$ cat src/sv/ctra_pkg.sv
// shared types and codes of the contiguous transmit ring allocator
package ctra_pkg;

  localparam logic [2:0] ACT_QUERY  = 3'd0;
  localparam logic [2:0] ACT_ALLOC  = 3'd1;
  localparam logic [2:0] ACT_WRITE  = 3'd2;
  localparam logic [2:0] ACT_COMMIT = 3'd3;
  localparam logic [2:0] ACT_FREE   = 3'd4;
  localparam logic [2:0] ACT_DRAIN  = 3'd5;

  typedef enum logic [1:0] {
    ST_OK      = 2'd0,
    ST_NOSPACE = 2'd1,
    ST_EMPTY   = 2'd2,
    ST_BAD     = 2'd3
  } status_t;

  typedef enum logic [2:0] {
    OP_QUERY,
    OP_ALLOC,
    OP_WRITE,
    OP_COMMIT,
    OP_FREE,
    OP_DRAIN,
    OP_BAD
  } op_kind_t;

  typedef struct packed {
    op_kind_t   kind;
    logic [7:0] req_size;
    logic [7:0] byte_offset;
    logic [7:0] data_byte;
    logic [7:0] free_address;
  } op_t;

  typedef struct packed {
    status_t    status;
    logic [7:0] granted_size;
    logic [7:0] seg_start;
    logic [7:0] tx_byte;
  } res_t;

endpackage

$ cat src/sv/ctra_ram.sv
// generic simple dual-port ram with registered read
module ctra_ram #(
  parameter int WIDTH = 8,
  parameter int DEPTH = 256
) (
  input  logic                     clk,
  input  logic                     we,
  input  logic [$clog2(DEPTH)-1:0] waddr,
  input  logic [WIDTH-1:0]         wdata,
  input  logic                     re,
  input  logic [$clog2(DEPTH)-1:0] raddr,
  output logic [WIDTH-1:0]         rdata
);

  logic [WIDTH-1:0] mem [DEPTH];
  logic [WIDTH-1:0] rdata_r;

  always_ff @(posedge clk) begin
    if (we) begin
      mem[waddr] <= wdata;
    end
    if (re) begin
      rdata_r <= mem[raddr];
    end
  end

  assign rdata = rdata_r;

endmodule

$ cat src/sv/ctra_front.sv
// front end: accepts input beats, classifies the action and queues up to two entries
module ctra_front (
  input  logic          clk,
  input  logic          rst_n,
  input  logic          in_tvalid,
  output logic          in_tready,
  input  logic [31:0]   in_tdata,
  input  logic [2:0]    in_tuser,
  output logic          op_valid,
  output ctra_pkg::op_t op,
  input  logic          op_pop
);
  import ctra_pkg::*;

  op_t        q_r [2];
  logic       wr_ptr_r, wr_ptr_nxt;
  logic       rd_ptr_r, rd_ptr_nxt;
  logic [1:0] count_r, count_nxt;
  op_t        dec;
  logic       push;

  always_comb begin
    dec.req_size     = in_tdata[7:0];
    dec.byte_offset  = in_tdata[15:8];
    dec.data_byte    = in_tdata[23:16];
    dec.free_address = in_tdata[31:24];
    unique case (in_tuser)
      ACT_QUERY:  dec.kind = OP_QUERY;
      ACT_ALLOC:  dec.kind = OP_ALLOC;
      ACT_WRITE:  dec.kind = OP_WRITE;
      ACT_COMMIT: dec.kind = OP_COMMIT;
      ACT_FREE:   dec.kind = OP_FREE;
      ACT_DRAIN:  dec.kind = OP_DRAIN;
      default:    dec.kind = OP_BAD;
    endcase
  end

  assign in_tready = (count_r != 2'd2);
  assign push      = in_tvalid && in_tready;
  assign op_valid  = (count_r != 2'd0);
  assign op        = q_r[rd_ptr_r];

  always_comb begin
    wr_ptr_nxt = push ? ~wr_ptr_r : wr_ptr_r;
    rd_ptr_nxt = op_pop ? ~rd_ptr_r : rd_ptr_r;
    count_nxt  = count_r + 2'(push) - 2'(op_pop);
  end

  always_ff @(posedge clk) begin
    if (!rst_n) begin
      wr_ptr_r <= 1'b0;
      rd_ptr_r <= 1'b0;
      count_r  <= 2'd0;
    end else begin
      wr_ptr_r <= wr_ptr_nxt;
      rd_ptr_r <= rd_ptr_nxt;
      count_r  <= count_nxt;
    end
  end

  always_ff @(posedge clk) begin
    if (push) begin
      q_r[wr_ptr_r] <= dec;
    end
  end

endmodule

$ cat src/sv/ctra_back.sv
// back end: ring indices, grant logic, ring store and result register
module ctra_back #(
  parameter int RING_DEPTH = 256
) (
  input  logic           clk,
  input  logic           rst_n,
  input  logic           op_valid,
  input  ctra_pkg::op_t  op,
  output logic           op_pop,
  output logic           res_valid,
  output ctra_pkg::res_t res,
  input  logic           res_ready
);
  import ctra_pkg::*;

  localparam int AW = $clog2(RING_DEPTH);
  localparam int WW = (AW > 8) ? AW : 8;

  typedef logic [AW-1:0] idx_t;
  typedef logic [WW-1:0] wide_t;
  typedef enum logic {BK_EXEC, BK_READ} bk_state_t;

  bk_state_t  state_r, state_nxt;
  idx_t       read_index_r, read_index_nxt;
  idx_t       write_index_r, write_index_nxt;
  idx_t       wrap_point_r, wrap_point_nxt;
  idx_t       pending_wrap_r, pending_wrap_nxt;
  idx_t       pending_start_r, pending_start_nxt;
  logic [7:0] pending_size_r, pending_size_nxt;
  logic       locked_r, locked_nxt;
  logic       res_valid_r, res_valid_nxt;
  res_t       res_r, res_nxt;

  logic       out_free;
  logic       mem_we, mem_re;
  idx_t       mem_waddr, mem_raddr;
  logic [7:0] mem_rdata;

  wide_t      rd_w, wr_w, req_w, tail_w, room_w, size_w;
  idx_t       g_wrap, g_start, rd_eff;
  logic [7:0] g_size;

  ctra_ram #(.WIDTH(8), .DEPTH(RING_DEPTH)) u_ring (
    .clk   (clk),
    .we    (mem_we),
    .waddr (mem_waddr),
    .wdata (op.data_byte),
    .re    (mem_re),
    .raddr (mem_raddr),
    .rdata (mem_rdata)
  );

  // largest contiguous run, at the write index or restarted at zero
  always_comb begin
    rd_w    = wide_t'(read_index_r);
    wr_w    = wide_t'(write_index_r);
    req_w   = wide_t'(op.req_size);
    tail_w  = wide_t'(RING_DEPTH - 1) - wr_w;
    room_w  = rd_w - wr_w - wide_t'(1);
    g_wrap  = wrap_point_r;
    g_start = write_index_r;
    size_w  = '0;
    if (rd_w > wr_w) begin
      size_w = (req_w > room_w) ? room_w : req_w;
    end else if (req_w < tail_w || tail_w >= rd_w) begin
      size_w = (req_w > tail_w) ? tail_w : req_w;
      g_wrap = AW'(wr_w + size_w);
    end else if (rd_w != '0) begin
      size_w  = (req_w > rd_w - wide_t'(1)) ? rd_w - wide_t'(1) : req_w;
      g_wrap  = write_index_r;
      g_start = '0;
    end
    g_size = 8'(size_w);
  end

  assign out_free = !res_valid_r || res_ready;
  assign rd_eff   = (read_index_r == wrap_point_r) ? '0 : read_index_r;

  always_comb begin
    state_nxt         = state_r;
    read_index_nxt    = read_index_r;
    write_index_nxt   = write_index_r;
    wrap_point_nxt    = wrap_point_r;
    pending_wrap_nxt  = pending_wrap_r;
    pending_start_nxt = pending_start_r;
    pending_size_nxt  = pending_size_r;
    locked_nxt        = locked_r;
    res_valid_nxt     = res_valid_r && !res_ready;
    res_nxt           = res_r;
    op_pop            = 1'b0;
    mem_we            = 1'b0;
    mem_re            = 1'b0;
    mem_waddr         = AW'(wide_t'(pending_start_r) + wide_t'(op.byte_offset));
    mem_raddr         = rd_eff;
    unique case (state_r)
      BK_EXEC: begin
        if (op_valid && out_free) begin
          op_pop        = 1'b1;
          res_valid_nxt = 1'b1;
          res_nxt       = '{status: ST_BAD, granted_size: 8'd0, seg_start: 8'd0,
                            tx_byte: 8'd0};
          case (op.kind)
            OP_QUERY, OP_ALLOC: begin
              res_nxt.status = ST_NOSPACE;
              if (!locked_r) begin
                pending_wrap_nxt  = g_wrap;
                pending_start_nxt = g_start;
                if (g_size != 8'd0) begin
                  pending_size_nxt     = g_size;
                  locked_nxt           = (op.kind == OP_ALLOC);
                  res_nxt.status       = ST_OK;
                  res_nxt.granted_size = g_size;
                  res_nxt.seg_start    = 8'(g_start);
                end
              end
            end
            OP_WRITE: begin
              if (locked_r && op.byte_offset < pending_size_r) begin
                mem_we         = 1'b1;
                res_nxt.status = ST_OK;
              end
            end
            OP_COMMIT: begin
              if (op.req_size == 8'd0) begin
                res_nxt.status = ST_OK;
              end else if (locked_r && op.req_size <= pending_size_r) begin
                wrap_point_nxt  = pending_wrap_r;
                write_index_nxt = AW'(wide_t'(pending_start_r) + wide_t'(op.req_size));
                locked_nxt      = 1'b0;
                res_nxt.status  = ST_OK;
              end
            end
            OP_FREE: begin
              if (wide_t'(op.free_address) == wide_t'(pending_start_r)) begin
                locked_nxt     = 1'b0;
                res_nxt.status = ST_OK;
              end
            end
            OP_DRAIN: begin
              if (read_index_r != write_index_r) begin
                mem_re         = 1'b1;
                read_index_nxt = rd_eff + idx_t'(1);
                res_valid_nxt  = 1'b0;
                state_nxt      = BK_READ;
              end else begin
                res_nxt.status = ST_EMPTY;
              end
            end
            default: begin
              res_nxt.status = ST_BAD;
            end
          endcase
        end
      end
      BK_READ: begin
        if (out_free) begin
          res_valid_nxt = 1'b1;
          res_nxt       = '{status: ST_OK, granted_size: 8'd0, seg_start: 8'd0,
                            tx_byte: mem_rdata};
          state_nxt     = BK_EXEC;
        end
      end
      default: begin
        state_nxt = BK_EXEC;
      end
    endcase
  end

  always_ff @(posedge clk) begin
    if (!rst_n) begin
      state_r         <= BK_EXEC;
      read_index_r    <= '0;
      write_index_r   <= '0;
      wrap_point_r    <= idx_t'(RING_DEPTH - 1);
      pending_wrap_r  <= idx_t'(RING_DEPTH - 1);
      pending_start_r <= idx_t'(RING_DEPTH - 1);
      pending_size_r  <= 8'd0;
      locked_r        <= 1'b0;
      res_valid_r     <= 1'b0;
    end else begin
      state_r         <= state_nxt;
      read_index_r    <= read_index_nxt;
      write_index_r   <= write_index_nxt;
      wrap_point_r    <= wrap_point_nxt;
      pending_wrap_r  <= pending_wrap_nxt;
      pending_start_r <= pending_start_nxt;
      pending_size_r  <= pending_size_nxt;
      locked_r        <= locked_nxt;
      res_valid_r     <= res_valid_nxt;
    end
    res_r <= res_nxt;
  end

  assign res_valid = res_valid_r;
  assign res       = res_r;

endmodule

$ cat src/sv/contiguous_tx_ring_allocator_core.sv
// top level of the contiguous transmit ring allocator
//
//   channel | direction | tdata (low bit up)                        | tuser
//   in_     | slave     | req_size, byte_offset, data_byte, free_addr | action
//   out_    | master    | granted_size, seg_start, tx_byte            | status
//
// with the queue empty a result is registered in the back end after its input beat is written into the front queue;
// a drain also waits on the registered ring store read
// sustained rate: one beat a cycle while out_tready keeps up; a drain holds the back end until its byte is out
// synchronous reset clears indices, lock and queue; the ring store is not cleared
// while the result register waits on out_tready the front queue takes up to two
// more beats, then in_tready drops
module contiguous_tx_ring_allocator_core #(
  parameter int RING_DEPTH = 256
) (
  input  logic        clk,
  input  logic        rst_n,
  input  logic        in_tvalid,
  output logic        in_tready,
  input  logic [31:0] in_tdata,  // req_size, byte_offset, data_byte, free_address
  input  logic [2:0]  in_tuser,  // action
  output logic        out_tvalid,
  input  logic        out_tready,
  output logic [23:0] out_tdata, // granted_size, seg_start, tx_byte
  output logic [1:0]  out_tuser  // status
);
  import ctra_pkg::*;

  logic op_valid;
  op_t  op;
  logic op_pop;
  res_t res;

  ctra_front u_front (
    .clk       (clk),
    .rst_n     (rst_n),
    .in_tvalid (in_tvalid),
    .in_tready (in_tready),
    .in_tdata  (in_tdata),
    .in_tuser  (in_tuser),
    .op_valid  (op_valid),
    .op        (op),
    .op_pop    (op_pop)
  );

  ctra_back #(.RING_DEPTH(RING_DEPTH)) u_back (
    .clk       (clk),
    .rst_n     (rst_n),
    .op_valid  (op_valid),
    .op        (op),
    .op_pop    (op_pop),
    .res_valid (out_tvalid),
    .res       (res),
    .res_ready (out_tready)
  );

  assign out_tdata = {res.tx_byte, res.seg_start, res.granted_size};
  assign out_tuser = res.status;

endmodule

$ cat config.mk
export PLATFORM = sky130hd
export DESIGN_NAME = contiguous_tx_ring_allocator_core
export DESIGN_NICKNAME = d
export VERILOG_FILES = /design/src/sv/ctra_pkg.sv /design/src/sv/ctra_ram.sv /design/src/sv/ctra_front.sv /design/src/sv/ctra_back.sv /design/src/sv/contiguous_tx_ring_allocator_core.sv
export SDC_FILE = /design/constraint.sdc
export NUM_CORES = 2
export LEC_CHECK = 0
export ABC_AREA = 1
export BUFFER_PORTS_ARGS = -buffer_cell sky130_fd_sc_hd__buf_2
export CAP_MARGIN = 15
export CORE_MARGIN = 5
export CORE_UTILIZATION = 47
export DETAILED_ROUTE_END_ITERATION = 12
export GPL_ROUTABILITY_DRIVEN = 1
export HOLD_SLACK_MARGIN = 0.02
export PLACE_DENSITY = 0.68
export SYNTH_ARGS = -nofsm -noshare
export SYNTH_HDL_FRONTEND = slang
export SYNTH_SLANG_ARGS = --single-unit
$ cat constraint.sdc
create_clock -name clk -period 5.1 [get_ports clk]
set_input_delay 1.02 -clock clk [delete_from_list [all_inputs] [get_ports clk]]
set_output_delay 1.02 -clock clk [all_outputs]
set_load 0.05 [all_outputs]
* Word-level counts from Yosys, hierarchy flattened
Memory sizes are Yosys's and may differ from the RTL's. A register that Yosys moved wholly into a read port is not among the register bits. Cells that the tools add are included.
Operators by class: shift-type cells 0, equal/unequal tests 19, div/mod/pow operators 0, mux-type cells 55, reductions and logical operators 23, $lt $le $gt $ge 8, bitwise gates (word level) 5, $mul 0, add/subtract/negate cells 10
Operators with widths (count):
- 8-bit two-way mux | 13
- 26-bit two-way mux | 2
- 26-bit one-hot mux with 2 select lines | 1
- 17-bit two-way mux | 2
- 8-bit > comparator | 4
- 1-bit two-way mux | 27
- 8-bit adder | 3
- 3-bit one-hot mux with 6 select lines | 1
- 8-bit equality test | 2
- 8-bit < comparator | 2
- 16-bit two-way mux | 1
- 8-bit nonzero test | 2
- 8-bit by 1-bit subtractor with 8-bit output, second input constant | 2
- 3-bit by 2-bit equality test with 1-bit output, second input constant | 4
- 3-bit equality test, second input constant | 4
- 2-bit one-hot mux with 5 select lines | 1
- 5-bit AND reduction | 2
- 8-bit by 1-bit adder with 8-bit output, second input constant | 1
- 8-bit greater-or-equal comparator | 1
- 8-bit less-or-equal comparator | 1
- 8-bit zero test | 1
- 2-bit two-way mux | 4
- 8-bit inequality test | 1
- 4-bit AND reduction | 2
- 19 further kinds | 36
Word-level totals: latch bits 0, RAM bits 2118, output and inout port bits 28, register bits 81, memories 2, input port bits 39, ROM bits 0
Memory list:
- u_back.u_ring.mem | words 256, bits a word 8, read ports 1, clocked after Yosys merged registers in 1, write ports 1, RTL line ctra_ram.sv:15 | logic [WIDTH-1:0] mem [DEPTH];
- u_front.q_r | words 2, bits a word 35, read ports 1, clocked after Yosys merged registers in 1, write ports 1, RTL line ctra_front.sv:15 | op_t q_r [2];

* Logic depth before layout (Yosys ltp)
word-level depth 12, mapped depth 29

* Hierarchy
Synthesis repeated with hierarchy kept, for this count alone.
Second synthesis, totals: cell total of the unflattened synthesis 8064, area, all modules 92871.6 um2
By module, submodules not included:
- ctra_ram | seq. area each 61739.2 um2, area an instance 83476.3 um2, cells an instance 7003, instances 1
- ctra_back | seq. area each 1801.7 um2, area an instance 6478.7 um2, cells an instance 916, instances 1
- ctra_front | seq. area each 2202.1 um2, area an instance 2916.5 um2, cells an instance 145, instances 1

* Worst setup path after synthesis
OpenSTA, ideal clock, no wires.
kind reg-to-reg, from reg (tool-made name), to mem u_back.u_ring.mem[12][0] (enable), slack 0.983 ns, data arrival time 3.746 ns, cell stages (with the launch flop) 21, setup time 0.370 ns, path through dfxtp_1 -> buf_4 -> buf_6 -> clkbuf_1 -> clkbuf_1 -> mux2_2 -> ha_1 -> nand2_1 -> nand2_1 -> a21oi_1 -> inv_1 -> a21oi_1 -> o21bai_1 -> a21oi_1 -> o21bai_1 -> xnor2_1 -> inv_1 -> nor2_1 -> nand2_1 -> buf_2 -> nor2_1
RTL lines (RTL line):
- end: declaration | ctra_ram.sv:15

==> out/qor.yml <==
run_status:
  run_status: "complete, no violations"
timing:
  fin_ws_ns: 0.3674
  setup_viol: 0
  max_freq_mhz: 211.3
  drv_slew: 0
  hold_violations: 0
  tightest_slew_ns: 1.189
  rsz0062_at_grt: "false"
  relSlewSlack_pct: 20.70
  fin_crit_sh_pct: 92.80
  layout_min_cycle_time_ns: 4.733
  finClkSkew_ns: 0.03633
  setup_tns_ns: 0
setup_path:
  crit_family: "simple AND/OR/NAND/NOR gates"
  r2r-end: "u_back.u_ring.mem[29][1]$_DFFE_PP_"
  cp_slowest_cell: "nor2_1"
  arrival_ns: 5.23
  slowest_delay_ns: 0.77
  cp-start-kind: "flop"
  crit_fanout: 29
  reg2reg_slack_ns: 0.37
  end_kind: "flop"
  critPathBufInv: 2
  cp_cell_sequence: "buf_4 -> mux2_2 -> ha_1 -> a21oi_1 -> o21a_1 -> nand3_1 -> nor4_2 -> buf_4 -> and3_1 -> nand2_2 -> nor2_1"
  crit_type: "reg -> reg"
  required_ns: 5.60
  reg2reg_depth: 11
  cp_common_cell: "buf_4"
clocking:
  cts_setup_buffers: 0
  clkSinkCount: 2208
  h-tree-depth: 4
  root_buffer: "clkbuf_16"
  path_clk_slew_ns: 0.06
  cts_tree: "built"
  holdBufCountCts: 0
  cts_buffers: 218
  cts.path.max_buffers: 3
  clk_latency_ns: 0.88
route:
  drc: 0
  vias: 67720
  dr.first_iter.drc_count: 8697
  wl_mm: 280.4
  via_per_inst: 5.814
  wire_per_inst_um: 24.07
  dr.pass1.iters: 9
  ant_nets: 0
yosys:
  synth_top_cell_area_share_pct: 66.26
  yosys_warnings: 0
  synth_cell_types: 57
  synthCells: 8739
  ys_top_cells_by_area: "edfxtp_1, nand3_1, nand2_1"
  synth_seq_cells: 2208
  yosysSeqAreaShare_pct: 67.41
  synth_top_area_cell: "edfxtp_1"
  syn_nets: 8864
  syn-cell-area_um2: 97530
  syn_area_per_cell_um2: 11.16
placement:
  place_hpwl_mm: 167.8
  port_buffers: 66
  pre_cts_slack_ns: 0.3776
  gp_congestion: 0.9278
grt:
  grtUsageTotal_pct: 25.22
  grt_pass1_wl_mm: 414.4
  grt_max_degree: 203
  grt_pass1_vias: 65280
  antenna_found_initial: 3
  grt_overflow: 0
layout:
  layout_common_cells: "edfxtp_1, nand2_1, nand3_1"
  nNetsFinal: 8888
  seqCellArea_um2: 65750
  multi_input_area_um2: 26130
  fillCellCount: 17480
  drive_gt1_share_pct: 10.39
  area_delta_synth_final_pct: 11.57
  mostFrequentLayoutCell: "edfxtp_1"
power:
  power.density_nw_per_um2: 407.4
  vdd_drop_max_v: 0.0004028
  p_leak_nw: 41.34
floorplan:
  fp.dieW_um: 465.5
  coreArea_um2: 206900
  die_h_um: 465.5
  start_util_pct: 47.15
  num_rows: 167
  num_io_pins: 67
  dieArea_um2: 216700
min_path:
  hold_end: "u_front.q_r[1][4]$_DFFE_PP_"
  min_delay_path_depth: 1
  hold_start: "in_tdata[28]"
  hold_class: "in -> reg"
job:
  maxCapViolCount: 0
## cell usage after synthesis, drive strengths merged
| cell type | n |
|---|---|
| edfxtp | 2152 |
| nand2 | 1541 |
| nand3 | 1461 |
| inv | 840 |
| nor2 | 760 |
| nand3b | 376 |
| buf | 352 |
| o21ai | 243 |
| clkbuf | 215 |
| or2 | 162 |
| o2111ai | 160 |
| a21oi | 124 |
| o211ai | 83 |
| ha | 82 |
| dfxtp | 56 |
| xor2 | 30 |
| mux2 | 15 |
| nor3 | 14 |
| xnor2 | 11 |
| nand4 | 10 |
| o31ai | 9 |
| o21bai | 6 |
| a211oi | 5 |
| fa | 4 |
| a21o | 3 |
| a31oi | 3 |
| clkinv | 3 |
| nor4 | 3 |
| o21a | 3 |
| and2 | 2 |
| and3 | 2 |
| o22ai | 2 |
| a21boi | 1 |
| a221oi | 1 |
| a22o | 1 |
| a22oi | 1 |
| a311oi | 1 |
| mux2i | 1 |
| o221ai | 1 |
## worst max path at each step
stage,startpoint,end,cells after the start,slack (ns)
2_1_floorplan,flop,u_back.u_ring.mem[12][0]$_DFFE_PP_,20,0.98
3_3_place_gp,flop,u_back.u_ring.mem[125][6]$_DFFE_PP_,13,0.38
3_5_place_dp,flop,u_back.u_ring.mem[95][4]$_DFFE_PP_,13,0.38
4_1_cts,flop,u_back.u_ring.mem[95][3]$_DFFE_PP_,13,0.34
5_1_grt,flop,u_back.pending_wrap_r[6]$_SDFFE_PN1P_,19,0.07
6_report,flop,u_back.u_ring.mem[29][1]$_DFFE_PP_,11,0.37
## layer usage
metal	wire length [um]	global-route usage [%]	up-vias	part of all wire (%)
met4	15760	12.93	4	5.6
met1	109500	33.74	32900	39
met2	126700	39.14	3782	45
li1	-	-	30400	-
met3	28350	5.322	638	10
met5	17	0	-	0.0061
## power by group
group          switching (mW)  internal, mW
Clock                    6.90          9.13
Sequential              0.155          21.7
Combinational            5.15          1.27
## timing repair
item                       in CTS  in global routing
setup endpoints to repair       0                 56
hold endpoints to repair        0                  0
resized for setup               0                  5
## final cells by class
class | count | share of cell area, %
diodes | 4 | 0.009198
well taps | 2704 | 3.109
flip-flops and latches | 2208 | 60.42
clock buffers | 269 | 5.267
multi-input cells | 5121 | 24.02
clock inverters | 129 | 1.231
inverters | 843 | 2.938
repair buffers | 371 | 3.006
## flip-flops by register name (all words and copies together) (netlist names), 2 cells and up, named ones only
signal and cells:
u_back.pending_size_r 8, u_back.pending_start_r 8, u_back.pending_wrap_r 8, u_back.rd_w 8, u_back.res 26, u_back.u_ring.mem 2048
u_back.u_ring.rdata 8, u_back.wr_w 8, u_back.wrap_point_r 8, u_front.count_r 2, u_front.q_r 70
## cell families after synthesis
logic type                 Yosys count  synth area share (%)
and+or+nand+nor                   4331                 20.63
DFF                               2208                 67.41
buffers and inverters             1410                 6.032
AOI/OAI and AO/OA                  647                 4.250
adders and majority gates           86                 1.134
xor gates and xnor gates            41                0.3682
muxes                               16                0.1834
## stage by stage
stage          area, um^2  total power, mW  hold slack, ns  utilization, %  cells
5_1_grt            108800            45.60          0.3098           52.60  11650
3_5_place_dp       101700            28.58          0.4344           49.17  11250
3_3_place_gp       101700            28.55          0.4284           49.17  11250
4_1_cts            108800            44.37          0.3096           52.59  11650
6_report           108800            44.33          0.3435           52.60  11650
2_1_floorplan       97530            25.36          0.4257               -   8739
(Power assumes the default switching activity.)
